===== config.mk =====
export PLATFORM = sky130hd
export DESIGN_NAME = decimal_integer_tokenizer
export DESIGN_NICKNAME = d
export VERILOG_FILES = /design/src/hw/rtl/dit_pkg.sv /design/src/hw/rtl/dit_front.sv /design/src/hw/rtl/dit_fifo.sv /design/src/hw/rtl/dit_back.sv /design/src/hw/rtl/decimal_integer_tokenizer.sv
export SDC_FILE = /design/constraint.sdc
export NUM_CORES = 1
export LEC_CHECK = 0
export ABC_AREA = 1
export BUFFER_PORTS_ARGS = -buffer_cell sky130_fd_sc_hd__buf_2
export CAP_MARGIN = 10
export CORE_UTILIZATION = 26
export DETAILED_ROUTE_END_ITERATION = 10
export GPL_ROUTABILITY_DRIVEN = 0
export PLACE_DENSITY = 0.38
export SETUP_SLACK_MARGIN = 0.1
export SLEW_MARGIN = 20
export SYNTH_ARGS = -nofsm -noshare
export SYNTH_HDL_FRONTEND = slang
export SYNTH_SLANG_ARGS = --single-unit

===== constraint.sdc =====
create_clock -name clk -period 7.35 [get_ports clk]
set_clock_uncertainty 0.2 [all_clocks]
set_input_delay 1.1025 -clock clk [delete_from_list [all_inputs] [get_ports clk]]
set_output_delay 1.1025 -clock clk [all_outputs]
set_load 0.01 [all_outputs]

===== src/hw/rtl/dit_pkg.sv =====
// Shared types and constants for the decimal integer tokenizer.
package dit_pkg;

    localparam logic [7:0]  CH_ZERO   = 8'h30;
    localparam logic [7:0]  CH_NINE   = 8'h39;
    localparam logic [7:0]  CH_MINUS  = 8'h2D;
    localparam logic [7:0]  CH_PLUS   = 8'h2B;
    localparam logic [7:0]  CH_TAB    = 8'h09;
    localparam logic [7:0]  CH_SPACE  = 8'h20;
    localparam logic [34:0] RADIX     = 35'd10;
    localparam logic [30:0] MAG_LIMIT = 31'h7FFF_FFFF;
    localparam int          FIFO_DEPTH = 2;

    typedef enum logic [2:0] {
        CLS_SEP   = 3'd0,
        CLS_DIGIT = 3'd1,
        CLS_MINUS = 3'd2,
        CLS_PLUS  = 3'd3,
        CLS_OTHER = 3'd4,
        CLS_EOS   = 3'd5
    } cls_t;

    typedef enum logic [1:0] {
        KIND_NUMBER = 2'd0,
        KIND_ERROR  = 2'd1,
        KIND_END    = 2'd2
    } kind_t;

    typedef enum logic [3:0] {
        PH_IDLE   = 4'b0001,
        PH_SIGN   = 4'b0010,
        PH_DIGITS = 4'b0100,
        PH_SKIP   = 4'b1000
    } phase_t;

    typedef struct packed {
        logic [7:0] char_code;
        logic       end_of_string;
    } item_t;

    typedef struct packed {
        logic signed [31:0] value;
        kind_t              kind;
        logic               last;
    } result_t;

    // classified word passed from front to back
    typedef struct packed {
        cls_t       cls;
        logic [3:0] digit;
    } fe_t;

endpackage


===== src/hw/rtl/dit_front.sv =====
// Front end: input handshake and character classification.
module dit_front (
    input  dit_pkg::item_t item,
    input  logic           item_valid,
    output logic           item_ready,
    input  logic           fifo_full,
    output logic           push,
    output dit_pkg::fe_t   push_data
);
    import dit_pkg::*;

    assign item_ready = !fifo_full;
    assign push       = item_valid && !fifo_full;

    always_comb
    begin
        push_data.digit = 4'(item.char_code - CH_ZERO);
        if (item.end_of_string)
        begin
            push_data.cls = CLS_EOS;
        end
        else if (item.char_code inside {CH_SPACE, CH_TAB})
        begin
            push_data.cls = CLS_SEP;
        end
        else if (item.char_code inside {[CH_ZERO:CH_NINE]})
        begin
            push_data.cls = CLS_DIGIT;
        end
        else if (item.char_code == CH_MINUS)
        begin
            push_data.cls = CLS_MINUS;
        end
        else if (item.char_code == CH_PLUS)
        begin
            push_data.cls = CLS_PLUS;
        end
        else
        begin
            push_data.cls = CLS_OTHER;
        end
    end

endmodule


===== src/hw/rtl/dit_fifo.sv =====
// Short queue of classified words between front and back.
module dit_fifo (
    input  logic         clk,
    input  logic         rst_n,
    input  logic         push,
    input  dit_pkg::fe_t push_data,
    output logic         full,
    input  logic         pop,
    output logic         not_empty,
    output dit_pkg::fe_t pop_data
);
    import dit_pkg::*;

    localparam int PW = (FIFO_DEPTH > 1) ? $clog2(FIFO_DEPTH) : 1;
    localparam int CW = $clog2(FIFO_DEPTH + 1);
    localparam logic [PW-1:0] LAST_PTR = PW'(FIFO_DEPTH - 1);
    localparam logic [CW-1:0] FULL_CNT = CW'(FIFO_DEPTH);

    fe_t           mem_reg [FIFO_DEPTH];
    logic [PW-1:0] wr_ptr_reg, wr_ptr_next;
    logic [PW-1:0] rd_ptr_reg, rd_ptr_next;
    logic [CW-1:0] count_reg, count_next;

    assign full      = (count_reg == FULL_CNT);
    assign not_empty = (count_reg != '0);
    assign pop_data  = mem_reg[rd_ptr_reg];

    always_comb
    begin
        wr_ptr_next = wr_ptr_reg;
        rd_ptr_next = rd_ptr_reg;
        count_next  = count_reg;
        if (push)
        begin
            wr_ptr_next = (wr_ptr_reg == LAST_PTR) ? '0 : wr_ptr_reg + PW'(1);
        end
        if (pop)
        begin
            rd_ptr_next = (rd_ptr_reg == LAST_PTR) ? '0 : rd_ptr_reg + PW'(1);
        end
        if (push && !pop)
        begin
            count_next = count_reg + CW'(1);
        end
        else if (pop && !push)
        begin
            count_next = count_reg - CW'(1);
        end
    end

    always_ff @(posedge clk or negedge rst_n)
    begin
        if (!rst_n)
        begin
            wr_ptr_reg <= '0;
            rd_ptr_reg <= '0;
            count_reg  <= '0;
        end
        else
        begin
            wr_ptr_reg <= wr_ptr_next;
            rd_ptr_reg <= rd_ptr_next;
            count_reg  <= count_next;
        end
    end

    always_ff @(posedge clk)
    begin
        if (push)
        begin
            mem_reg[wr_ptr_reg] <= push_data;
        end
    end

endmodule


===== src/hw/rtl/dit_back.sv =====
// Back end: token state machine, magnitude accumulator and result register.
module dit_back (
    input  logic            clk,
    input  logic            rst_n,
    input  logic            fifo_not_empty,
    input  dit_pkg::fe_t    fifo_data,
    output logic            pop,
    output logic            result_valid,
    input  logic            result_ready,
    output dit_pkg::result_t result
);
    import dit_pkg::*;

    phase_t      phase_reg, phase_next;
    logic        neg_reg, neg_next;
    logic [30:0] mag_reg, mag_next;
    logic        res_valid_reg, res_valid_next;
    result_t     res_reg, res_next;

    logic        emit;
    logic [30:0] base_mag;
    logic [34:0] acc;
    logic [31:0] cur_value;

    assign pop          = fifo_not_empty && (!res_valid_reg || result_ready);
    assign result_valid = res_valid_reg;
    assign result       = res_reg;

    assign base_mag  = (phase_reg == PH_IDLE) ? '0 : mag_reg;
    assign acc       = {4'b0, base_mag} * RADIX + {31'b0, fifo_data.digit};
    assign cur_value = neg_reg ? (32'd0 - {1'b0, mag_reg}) : {1'b0, mag_reg};

    always_comb
    begin
        phase_next = phase_reg;
        neg_next   = neg_reg;
        mag_next   = mag_reg;
        emit       = 1'b0;
        res_next   = res_reg;

        if (pop)
        begin
            case (fifo_data.cls)
                CLS_EOS:
                begin
                    emit           = (phase_reg != PH_SKIP);
                    res_next.last  = 1'b1;
                    res_next.value = (phase_reg == PH_IDLE) ? '0 : cur_value;
                    res_next.kind  = (phase_reg == PH_IDLE) ? KIND_END : KIND_NUMBER;
                    phase_next     = PH_IDLE;
                    neg_next       = 1'b0;
                    mag_next       = '0;
                end
                CLS_SEP:
                begin
                    if (phase_reg == PH_SIGN || phase_reg == PH_DIGITS)
                    begin
                        emit           = 1'b1;
                        res_next.last  = 1'b0;
                        res_next.value = cur_value;
                        res_next.kind  = KIND_NUMBER;
                        phase_next     = PH_IDLE;
                        neg_next       = 1'b0;
                        mag_next       = '0;
                    end
                end
                CLS_DIGIT:
                begin
                    if (phase_reg != PH_SKIP)
                    begin
                        if (acc > {4'b0, MAG_LIMIT})
                        begin
                            emit = 1'b1;
                        end
                        else
                        begin
                            mag_next   = acc[30:0];
                            neg_next   = (phase_reg == PH_IDLE) ? 1'b0 : neg_reg;
                            phase_next = PH_DIGITS;
                        end
                    end
                end
                CLS_MINUS, CLS_PLUS:
                begin
                    if (phase_reg == PH_IDLE)
                    begin
                        neg_next   = (fifo_data.cls == CLS_MINUS);
                        mag_next   = '0;
                        phase_next = PH_SIGN;
                    end
                    else if (phase_reg != PH_SKIP)
                    begin
                        emit = 1'b1;
                    end
                end
                default:
                begin
                    emit = (phase_reg != PH_SKIP);
                end
            endcase

            // error word: any emit outside end mark and separator handling
            if (emit && fifo_data.cls != CLS_EOS && fifo_data.cls != CLS_SEP)
            begin
                res_next.value = '0;
                res_next.kind  = KIND_ERROR;
                res_next.last  = 1'b1;
                phase_next     = PH_SKIP;
                neg_next       = 1'b0;
                mag_next       = '0;
            end
        end
    end

    always_comb
    begin
        if (pop)
        begin
            res_valid_next = emit;
        end
        else if (result_ready)
        begin
            res_valid_next = 1'b0;
        end
        else
        begin
            res_valid_next = res_valid_reg;
        end
    end

    always_ff @(posedge clk or negedge rst_n)
    begin
        if (!rst_n)
        begin
            phase_reg     <= PH_IDLE;
            neg_reg       <= 1'b0;
            mag_reg       <= '0;
            res_valid_reg <= 1'b0;
        end
        else
        begin
            phase_reg     <= phase_next;
            neg_reg       <= neg_next;
            mag_reg       <= mag_next;
            res_valid_reg <= res_valid_next;
        end
    end

    always_ff @(posedge clk)
    begin
        if (pop && emit)
        begin
            res_reg <= res_next;
        end
    end

endmodule


===== src/hw/rtl/decimal_integer_tokenizer.sv =====
// Decimal integer tokenizer: front classifier, word queue, back accumulator.
// Latency: an accepted word is written into the queue; the back end pops it once the
// result register is free or being taken, and its result is registered there.
// Throughput: one word per cycle unless a waiting result stalls it; the accumulator update is one times-ten add.
// The two-entry queue absorbs two words while a result waits, then input stalls.
// Reset clears the token state, the queue pointers and the result valid flag.
module decimal_integer_tokenizer (
    input  logic             clk,
    input  logic             rst_n,
    input  logic             item_valid,
    output logic             item_ready,
    input  dit_pkg::item_t   item,
    output logic             result_valid,
    input  logic             result_ready,
    output dit_pkg::result_t result
);
    import dit_pkg::*;

    logic push, pop, fifo_full, fifo_not_empty;
    fe_t  push_data, pop_data;

    dit_front u_front (
        .item       (item),
        .item_valid (item_valid),
        .item_ready (item_ready),
        .fifo_full  (fifo_full),
        .push       (push),
        .push_data  (push_data)
    );

    dit_fifo u_fifo (
        .clk       (clk),
        .rst_n     (rst_n),
        .push      (push),
        .push_data (push_data),
        .full      (fifo_full),
        .pop       (pop),
        .not_empty (fifo_not_empty),
        .pop_data  (pop_data)
    );

    dit_back u_back (
        .clk            (clk),
        .rst_n          (rst_n),
        .fifo_not_empty (fifo_not_empty),
        .fifo_data      (pop_data),
        .pop            (pop),
        .result_valid   (result_valid),
        .result_ready   (result_ready),
        .result         (result)
    );

endmodule


# Word level (Yosys, flattened, before mapping)
# Memory sizes are Yosys's and may differ from the RTL's.
# Index checks and enable logic that the tools add are counted.
# Widths: inputs -> output; s select.
totals:
  reg_bits: 76
  output_inout_bits: 37
  mem_bits_rw: 14
  wordCells: 113
  n_memories: 1
  inputBits: 13
op_classes:
  n_reduce_logical: 27
  n_addsub: 7
  mux: 45
  n_eq_ne: 19
  magnitude_cmp: 3
  n_mul: 1
memory_table:
  columns: ["name", "depth", "word_bits", "rd", "rd_clocked_by_memory_dff", "write_ports", "line", "source"]
  rows:
  - ["u_fifo.mem_reg", 2, 7, 1, 0, 1, "dit_fifo.sv:19", "fe_t mem_reg [FIFO_DEPTH];"]
op_table:
  columns: ["cell", "n"]
  rows:
  - ["$mux 31", 5]
  - ["$pmux 31 s4", 1]
  - ["$pmux 35 s2", 1]
  - ["$mux 32", 2]
  - ["$add 35x4->35", 1]
  - ["$gt 35x31->1 const B", 1]
  - ["$mux 35", 1]
  - ["$mul 31x3->34 const B", 1]
  - ["$sub 1x31->32 const A", 1]
  - ["$eq 8x6->1 const B", 3]
  - ["$mux 4", 5]
  - ["$mux 1", 19]
  - ["$pmux 4 s4", 1]
  - ["$mux 3", 5]
  - ["$ne 3x1->1 const B", 4]
  - ["$eq 8x4->1 const B", 1]
  - ["$ge 8x6->1 const B", 1]
  - ["$le 8x6->1 const B", 1]
  - ["$logic_and 1x1->1", 8]
  - ["$reduce_bool 2->1", 4]
  - ["$reduce_and 7->1", 1]
  - ["$eq 3x2->1 const B", 2]
  - ["$mux 2", 3]
  - ["$ne 3x3->1 const B", 2]
  - ["other kinds (22)", 28]

# Longest topological paths before layout
# Gate-level depths: netlist (run 1).
logic_depth:
  ltp_word: 13
  depth_mapped: 37
  ltp_nobuf: 34

# By module
# From an unflattened synthesis (run 1), not the netlist that was laid out.
unflattened:
  hier_cells: 1289
  hier_area_um2: 8450.6
by_module_without_submodules:
  columns: ["mod", "instances", "area_each_um2", "cells_each", "seq_area_each_um2"]
  rows:
  - ["dit_back", 1, 7528.5, 1204, 1978.1]
  - ["dit_fifo", 1, 743.2, 47, 520.5]
  - ["dit_front", 1, 178.9, 38, 0.0]

# Least setup slack after synthesis (run 1)
# No wires, ideal clock.
synth_path:
  path_type: "register to register"
  start: "reg u_back.phase_reg[0]"
  end: "reg u_back.res_reg, in the netlist u_back.result[0], enable pin"
  path_stages_with_launch: 26
  synth_period_minus_slack_ps: 6104
  n_path_buf: 1
  arrival_ps: 5477
  setup_ps: 427
  required_time_ps: 6723
  path_slack_ps: 1246
  cell_sequence: "dfstp_2 inv_1 nor3_1 clkinv_1 clkbuf_1 o21ai_0 nor2_1 ha_1 fa_1 xor2_2 inv_2 nor2_4 nand3_4 nor2_4 nand2_4 nor2_8 nand3_2 nor2_4 nand3_1 nand2_1 nand2_1 nand3_1 nand2_2 nand3_1 inv_1 nor2_1"
synth_via:
  elab_chain_len: 13
  elab_cells_between_ends: 23
  classes_between: "add/sub (1); mul (1); order compare (1); eq/ne (5); mux (9); reduce/logical (6)"
synth_lines:
  columns: ["item", "line", "source"]
  rows:
  - ["start: declaration", "dit_back.sv:14", "phase_t phase_reg, phase_next;"]
  - ["start signal: assignment", "dit_back.sv:142", "phase_reg <= phase_next;"]
  - ["$eq 4x1->1", "dit_back.sv:29, dit_back.sv:85", null]
  - ["$mux 31", null, null]
  - ["$mul 31x3->34", "dit_back.sv:30", "assign acc = {4'b0, base_mag} * RADIX + {31'b0, fifo_data.digit};"]
  - ["$add 35x4->35", "dit_back.sv:30", null]
  - ["$gt 35x31->1", "dit_back.sv:71", "if (acc > {4'b0, MAG_LIMIT})"]
  - ["$mux 1", "dit_back.sv:71", null]
  - ["$mux 1", "dit_back.sv:69", "if (phase_reg != PH_SKIP)"]
  - ["$pmux 1 s3", "dit_back.sv:43", "case (fifo_data.cls)"]
  - ["$mux 1", "dit_back.sv:41", "if (pop)"]
  - ["$logic_and 1x1->1 (2 in series)", "dit_back.sv:103", "if (emit && fifo_data.cls != CLS_EOS && fifo_data.cls != CLS_SEP)"]
  - ["$ne 3x1->1 (no source line) / $reduce_bool 3->1 (equally long branches)", null, null]
  - ["$reduce_and 4->1 (no source line) (*)", null, null]
  - ["end signal: assignment", "dit_back.sv:153", "res_reg <= res_next;"]
  - ["end: declaration", "dit_back.sv:18", "result_t res_reg, res_next;"]
# Mark *: on every way between the ends. The rest lies on a longest branch, timed or not. The select of a mux whose other input is x is not followed.
# A chain may end at the register's enable or synchronous reset.

# Worst setup path after layout (run 1)
layout_path:
  start: "reg u_back.phase_reg[0]"
  end: "reg u_back.res_reg, in the netlist u_back.result[27], enable pin"
# Same word-level chain as after synthesis.

==> results of run 1 <==
==> Yosys cell counts, types with 2 or more instances <==
master,number
a21oi_1,39
a31oi_1,3
and2_1,2
buf_1,2
buf_12,3
buf_2,7
buf_4,4
clkbuf_1,12
clkinv_1,4
dfrtp_1,40
edfxtp_1,49
fa_1,2
ha_1,40
inv_1,229
inv_2,13
nand2_1,435
nand2_2,41
nand2_4,4
nand3_1,93
nand3_2,5
nand3b_1,5
nand4_1,20
nor2_1,156
nor2_2,9
nor2_4,5
nor3_1,25
o21ai_0,73
o21ai_2,20
o22ai_1,14
o32ai_1,4
or2_2,9
xor2_1,19
==> cell usage in the layout (no fill, tap or decap), drive strengths merged, types with 4 or more instances in the layout <==
cell type    n
clkbuf      11
clkinv       6
xor2        20
o32ai        4
nor2       171
nor3        25
nand3       99
nand2      480
edfxtp      49
nand4       21
or2          9
dfrtp       40
a21oi       40
o22ai       14
inv        242
buf         56
ha          40
o21ai       93
nand3b       5
==> worst register-to-register path: stages, from the launching register on <==
cell and delay (ps):
dfstp_2 540, inv_1 60, nor3_2 350, clkinv_1 230
buf_4 290, o21ai_0 120, nor2_1 70, ha_1 310
fa_1 590, nand2_1 70, inv_1 70, nand4_1 70
nand2_1 110, nand2_1 80, nor2_1 270, nor3b_1 370
nand2_1 120, nor2_1 190, nand3_1 110, o21ai_0 160
nand2_1 70, nand3_1 170, nand2_2 100, nand3_1 150
inv_1 100, nor2_4 390, buf_4 370
==> power groups by stage <==
stage | Combinational, uW | Sequential [uW] | Clock [uW]
2_1_floorplan | 753 | 837 | 0
3_3_place_gp | 1120 | 794 | 0
3_5_place_dp | 1120 | 795 | 0
4_1_cts | 1120 | 788 | 558
5_1_grt | 1230 | 801 | 572
6_report | 1090 | 784 | 540
==> area by class of cell <==
| type | instances | area share |
|---|---|---|
| inverters | 246 | 0.0935 |
| flip-flops and latches | 90 | 0.253 |
| well taps | 448 | 0.0567 |
| repair buffers | 56 | 0.0301 |
| multi-input cells | 1039 | 0.533 |
| clock inverters | 5 | 0.0104 |
| clock buffers | 11 | 0.0236 |
==> cell families after synthesis <==
group,synth area share
XOR/XNOR,0.0216
AO/OA/AOI/OAI,0.106
flip-flops,0.282
buffers and inverters,0.125
AND/OR/NAND/NOR,0.404
adder cells (fa/ha/maj),0.0610
==> stage by stage <==
step / hold WS (ps) / worst slack [ps]
4_1_cts: 281 / 1230
3_5_place_dp: 267 / 1260
6_report: 275 / 1300
5_1_grt: 310 / 714
2_1_floorplan: 246 / 1250
3_3_place_gp: 265 / 1320
==> worst paths after layout <==
path                                     startpoint             endpoint  cells after the start
min in group asynchronous                     rst_n  u_fifo.count_reg[1]                      2
max in group asynchronous                     rst_n   u_back.mag_reg[29]                      2
worst min-delay path            u_fifo.count_reg[0]  u_fifo.count_reg[0]                      1
worst min register to register  u_fifo.count_reg[0]  u_fifo.count_reg[0]                      1
worst max-delay path            u_back.phase_reg[0]    u_back.result[27]                     26
worst max register to register  u_back.phase_reg[0]    u_back.result[27]                     26
==> metal layers <==
layer / vias to the layer above / global-route usage / part of all wire
met4: 0 / 0.0460 / 0.019
met2: 133 / 0.310 / 0.48
met1: 3970 / 0.238 / 0.48
met5: - / 0 / 0
met3: 34 / 0.0213 / 0.022
li1: 4505 / - / -
==> flow_summary.toml, run 1 <==
[outcome]
status = "completed"

[global_routing]
antenna_found_initial = 0
grt_overflow = 0
grt_usage = 0.180
grt_pass1_wl_um = 49200
grt_pass1_vias = 8753
grt_max_degree = 59

[power]
p_leak_uw = 0.00492
power.density_nw_per_um2 = 245
p_sw_uw = 1100
pwr-share-seq = 0.324
total_power_uw = 2420
switching_share = 0.456
comb_power_share = 0.452
clockPowerShare = 0.224
ir_drop_v = 0.000244
power.internal_uw = 1310

[sta]
final_hold_viol_count = 0
tightest_slew_ps = 832
rsz0062_at_grt = "no"
fin_crit_sh = 0.823
relSlewSlack = 0.445
max_freq_mhz = 165
setup_viol = 0
tns_ps = 0
fin_crit_ps = 6050
maxSlewViolCount = 0

[logic_synthesis]
ys_ff_latch = 90
yosysWarnings = 0
syn-cell-area_um2 = 8860
synth_nets = 1459
synth_cells = 1404
synth.avg_cell_area_um2 = 6.31
synth_top_area_frac = 0.184
ys_seq_area_frac = 0.282
async_flop_share = 0.456
synthTopCellsByArea = "nand2_1 (18%), edfxtp_1 (17%), dfrtp_1 (11%), inv_1 (9.7%), nor2_1 (6.6%)"
ys_types = 50
post-synth-top-area-cell = "nand2_1"
synth_edf_count = 49
synth-main-ff-cell = "edfxtp_1"

[critical_path]
cp_common_cell = "nand2_1"
worst_ep_arrival_time_ps = 5880
cpMaxStageDelayCell = "fa_1"
cpPeakStageDelay_ps = 580
crit_fanout = 30
end_kind = "flop"
reg2reg_slack_ps = 1300
crit_family = "simple AND/OR/NAND/NOR gates"
crit_path_start_kind = "flop"
path_class = "reg2reg"
critPathRequiredTime_ps = 7180
crit_buf_inv = 6

[placed_design]
placement.io_buffers = 49
post_dp_cell_area_um2 = 9540
hpwl_um = 24700
dpl.cell_count = 1879

[clock_network]
cts.path.max_buffers = 2
ctsHtreeMaxLevel = 3
hold_buffers = 0
tritoncts = "yes"
cts_root_buf = "clkbuf_16"
postCtsResizedCells = 0
clk_pin_slew_ps = 70
cts_buffers = 9
cts_setup_buffers = 0
insertion_delay_ps = 360
cts_num_sinks = 90

[final_layout]
nFillCells = 3850
layout.nets = 1497
largest_register_ffs = 35
seq_area_um2 = 2500
antennaDiodeCount = 0
syn2layout_area_growth_pct = 11.5
final_area_um2 = 9880
fin_util = 0.295
multi_input_area_um2 = 5260
instances_no_fill = 1895
drive_above_1_share = 0.127

[min_path]
hold_path_class = "reg2reg"

[die]
fp.dieH_um = 187
die_area_um2 = 34800
die_w_um = 187
core_area_um2 = 33500
io_pins = 50
start_util = 0.264
rows = 67

[detailed_routing]
dr.pass1.iters = 5
ant_nets = 0
dr.first_iter.drc_count = 546
wirelength_um = 30500
vias_per_cell = 4.56
detail_route.wl_per_cell_um = 16.1
vias = 8642
detail_route.drc_violations = 0

[run]
maxCapViolCount = 0
No activity file was read; power rests on OpenSTA's default activity.
==> run 2: changes to the inputs <==
- clock period: 7.35 -> 5.7 ns (I/O delays scaled with it)
==> flow_summary.toml, run 2 (synthesized netlist as in run 1, its figures left out) <==
[outcome]
status = "completed"

[sta]
fin_crit_ps = 5250
worst_slack_ps = 452
max_freq_mhz = 191
maxSlewViolCount = 0
setup_viol = 0
final_hold_viol_count = 0
tightest_slew_ps = 723
fin_crit_sh = 0.921
rsz0062_at_grt = "no"
holdWs_ps = 279
relSlewSlack = 0.515
tns_ps = 0

[final_layout]
drive_above_1_share = 0.140
syn2layout_area_growth_pct = 13.7
antennaDiodeCount = 0
largest_register_ffs = 35
fin_util = 0.300
final_area_um2 = 10100
layout.nets = 1505
layout_common_cells = "nand2_1 (435), inv_1 (229), nor2_1 (151)"
final_common_cell = "nand2_1"
nFillCells = 3871

[critical_path]
reg2reg_from = "u_back.phase_reg[0]"
crit_path_start_kind = "flop"
critPathRequiredTime_ps = 5790
cpPeakStageDelay_ps = 540
worst_ep_arrival_time_ps = 5340
reg2regPathDepth = 29
r2r_end = "u_back.mag_reg[14]"
crit_path_end = "u_back.mag_reg[14]"
cp_common_cell = "nand2_1"
cpMaxStageDelayCell = "dfstp_2"
end_kind = "flop"
path_class = "reg2reg"
startpoint = "u_back.phase_reg[0]"
reg2reg_slack_ps = 450
crit_fanout = 22

[global_routing]
antenna_found_initial = 0
grt_max_degree = 42
grt_usage = 0.174
grt_pass1_vias = 8394
grt_overflow = 0
grt_pass1_wl_um = 47300

[detailed_routing]
detail_route.drc_violations = 0
vias_per_cell = 4.55
dr.first_iter.drc_count = 537
detail_route.wl_per_cell_um = 15.8
dr.pass1.iters = 5
ant_nets = 0
vias = 8657
wirelength_um = 30000

[clock_network]
hold_buffers = 0
cts_buffers = 9
insertion_delay_ps = 360
cts_num_sinks = 90
cts_root_buf = "clkbuf_16"
cts.path.max_buffers = 2
ctsHtreeMaxLevel = 3
tritoncts = "yes"
clk_pin_slew_ps = 70

[die]
die_w_um = 187
start_util = 0.264
fp.dieH_um = 187
io_pins = 50
rows = 67
die_area_um2 = 34800
core_area_um2 = 33500

[placed_design]
place_ws_ps = 53.1
hpwl_um = 24000
placement.io_buffers = 49
post_dp_cell_area_um2 = 9600

[min_path]
hold_path_class = "reg2reg"

[power]
p_leak_uw = 0.00498
ir_drop_v = 0.000194
power.density_nw_per_um2 = 329

[run]
maxCapViolCount = 0
## run 2: cell types whose count changed in the layout (fill, tap and decap cells not counted), moves of 2 or more
| cell | delta |
|---|---|
| clkinv_1 | -2 |
| nor2_2 | +3 |
| ha_2 | +2 |
| nor2_1 | -4 |
| buf_4 | +3 |
| ha_1 | -2 |
## run 2: cell type report
class	count	area, um2	area share
Clock buffer	12	246	0.0245
Clock inverter	4	98.8	0.00982
Timing Repair Buffer	64	419	0.0416
Sequential cell	90	2500	0.248
Inverter	246	936	0.0930
Tap cell	448	561	0.0557
Multi-Input combinational cell	1039	5310	0.527
## run 2: repair_timing
action | in CTS | in global routing
endpoints found under the setup margin | 27 | 104
pin swaps | 0 | 0
gates cloned | 0 | 1
setup buffers | 0 | 3
gates resized for setup | 1 | 20
## run 2: how the worst min path moves through the flow
stage | to | cells past startpoint | slack, ps | startpoint
CTS | u_fifo.count_reg[0] | 1 | 280 | u_fifo.count_reg[0]
global route | u_back.phase_reg[0] | 2 | 290 | u_back.phase_reg[0]
global placement | u_back.mag_reg[30] | 2 | 270 | u_back.mag_reg[30]
floorplan | u_fifo.count_reg[0] | 1 | 250 | u_fifo.count_reg[0]
detailed placement | u_fifo.count_reg[0] | 1 | 270 | u_fifo.count_reg[0]
finish | u_fifo.count_reg[0] | 1 | 280 | u_fifo.count_reg[0]
## run 2: critical path: cells and delay by family (launching register included)
family	cells	cell delay [ps]
DFF	1	540
and+or+nand+nor	20	2740
AOI/OAI and AO/OA	1	50
buffers and inverters	6	880
adders and majority gates	2	740
## run 2: report_power, final
part | leakage [uW] | internal [uW] | total [uW] | switching, uW
combinational | 0.00379 | 457 | 1600 | 1140
clock | 0.000167 | 442 | 708 | 266
sequential | 0.00103 | 931 | 1000 | 72.0
## run 2: through the flow
stage,total power [uW],std cells
2_1_floorplan,2050,1404
3_5_place_dp,2520,1883
6_report,3310,1903
5_1_grt,3540,1903
4_1_cts,3250,1899
3_3_place_gp,2530,1883
## run 2: per-layer routing
metal,track usage,vias up,share of wire
li1,-,4534,-
met4,0.0460,0,0.019
met5,0,-,0
met3,0.0231,28,0.023
met2,0.288,137,0.46
met1,0.237,3958,0.50
==> run 3: changes to the inputs <==
- SETUP_SLACK_MARGIN: 0.1 -> 0.4
- clock period: 5.7 -> 6.2 ns (I/O delays scaled with it)
==> flow_summary.toml, run 3 (synthesized netlist as in run 1, its figures left out) <==
[sta]
fin_crit_ps = 5350
final_hold_viol_count = 0
tightest_slew_ps = 803
rsz0062_at_grt = "no"
fin_crit_sh = 0.863
max_freq_mhz = 187
setup_viol = 0
maxSlewViolCount = 0
relSlewSlack = 0.463
tns_ps = 0

[final_layout]
syn2layout_area_growth_pct = 12.2
multi_input_area_um2 = 5300
final_common_cell = "nand2_1"
seq_area_um2 = 2500
antennaDiodeCount = 0
nFillCells = 3871
instances_no_fill = 1899
largest_register_ffs = 35
layout_common_cells = "nand2_1 (435), inv_1 (229), nor2_1 (153)"
layout.nets = 1501
drive_above_1_share = 0.134

[clock_network]
hold_buffers = 0
cts_num_sinks = 90
tritoncts = "yes"
cts_buffers = 9
insertion_delay_ps = 360
ctsHtreeMaxLevel = 3
cts.path.max_buffers = 2
cts_root_buf = "clkbuf_16"
clk_pin_slew_ps = 60

[critical_path]
worst_ep_arrival_time_ps = 5390
crit_buf_inv = 6
crit_family = "simple AND/OR/NAND/NOR gates"
path_class = "reg2reg"
crit_fanout = 34
cpPeakStageDelay_ps = 540
critPathRequiredTime_ps = 6240
cpMaxStageDelayCell = "dfstp_2"
end_kind = "flop"
cp_common_cell = "nand2_1"
crit_path_start_kind = "flop"

[global_routing]
grt_overflow = 0
grt_pass1_vias = 8466
grt_usage = 0.176
antenna_found_initial = 0
grt_pass1_wl_um = 47900
grt_max_degree = 42

[die]
core_area_um2 = 33500
io_pins = 50
fp.dieH_um = 187
start_util = 0.264
die_w_um = 187
die_area_um2 = 34800
rows = 67

[detailed_routing]
dr.pass1.iters = 6
met3_length_um = 975
route.met2.wl_um = 14200
vias = 8700
top_layer = "met4"
dr.first_iter.drc_count = 541
ant_nets = 0
detail_route.wl_per_cell_um = 15.9
wl_met1_um = 14600
wirelength_um = 30100
vias_per_cell = 4.58
detail_route.drc_violations = 0

[placed_design]
dpl.cell_count = 1882
hpwl_um = 24100
placement.io_buffers = 49

[power]
total_power_uw = 2910
power.density_nw_per_um2 = 292
p_leak_uw = 0.00494
ir_drop_v = 0.000238

[run]
maxCapViolCount = 0

[min_path]
hold_path_class = "reg2reg"

[outcome]
status = "completed"
[run 3: area by class of cell]
cell class / count / share of cell area
tap: 448 / 0.0564
clock inverter: 3 / 0.00403
multi-input combinational: 1040 / 0.533
timing repair buffer: 59 / 0.0354
clock buffer: 13 / 0.0262
inverter: 246 / 0.0934
sequential: 90 / 0.251
[run 3: layer usage]
metal,track usage,vias up
li1,-,4522
met1,0.238,4004
met2,0.295,153
met3,0.0265,21
met4,0.0363,0
met5,0,-
[run 3: final timing paths]
check	slack [ps]	startpoint	depth (start not counted)	endpoint
worst max-delay path	850	u_back.phase_reg[0]	28	u_back.mag_reg[30]
worst min-delay path	280	u_fifo.count_reg[0]	1	u_fifo.count_reg[0]
worst max register to register	850	u_back.phase_reg[0]	28	u_back.mag_reg[30]
worst min register to register	280	u_fifo.count_reg[0]	1	u_fifo.count_reg[0]
max in group asynchronous	4910	rst_n	2	u_back.mag_reg[21]
min in group asynchronous	440	rst_n	2	u_fifo.count_reg[1]
[run 3: report_power, final]
group	internal, uW	switching (uW)
clock	334	235
sequential	857	72.6
combinational	371	1040
total	1560	1350
[run 3: timing repair]
action / CTS / global route
gates cloned: 0 / 1
buffers inserted: 0 / 0
hold endpoints to repair: 0 / 0
setup endpoints to repair: 2 / 104
resized for setup: 1 / 13
[run 3: metrics by stage]
step | instance area [um2] | hold slack (ps) | util | setup WS, ps
6_report | 9940 | 283 | 0.296 | 851
2_1_floorplan | 8860 | 246 | - | 681
5_1_grt | 9940 | 308 | 0.296 | 425
3_5_place_dp | 9580 | 270 | 0.286 | 400
4_1_cts | 9880 | 283 | 0.295 | 649
3_3_place_gp | 9580 | 266 | 0.286 | 430
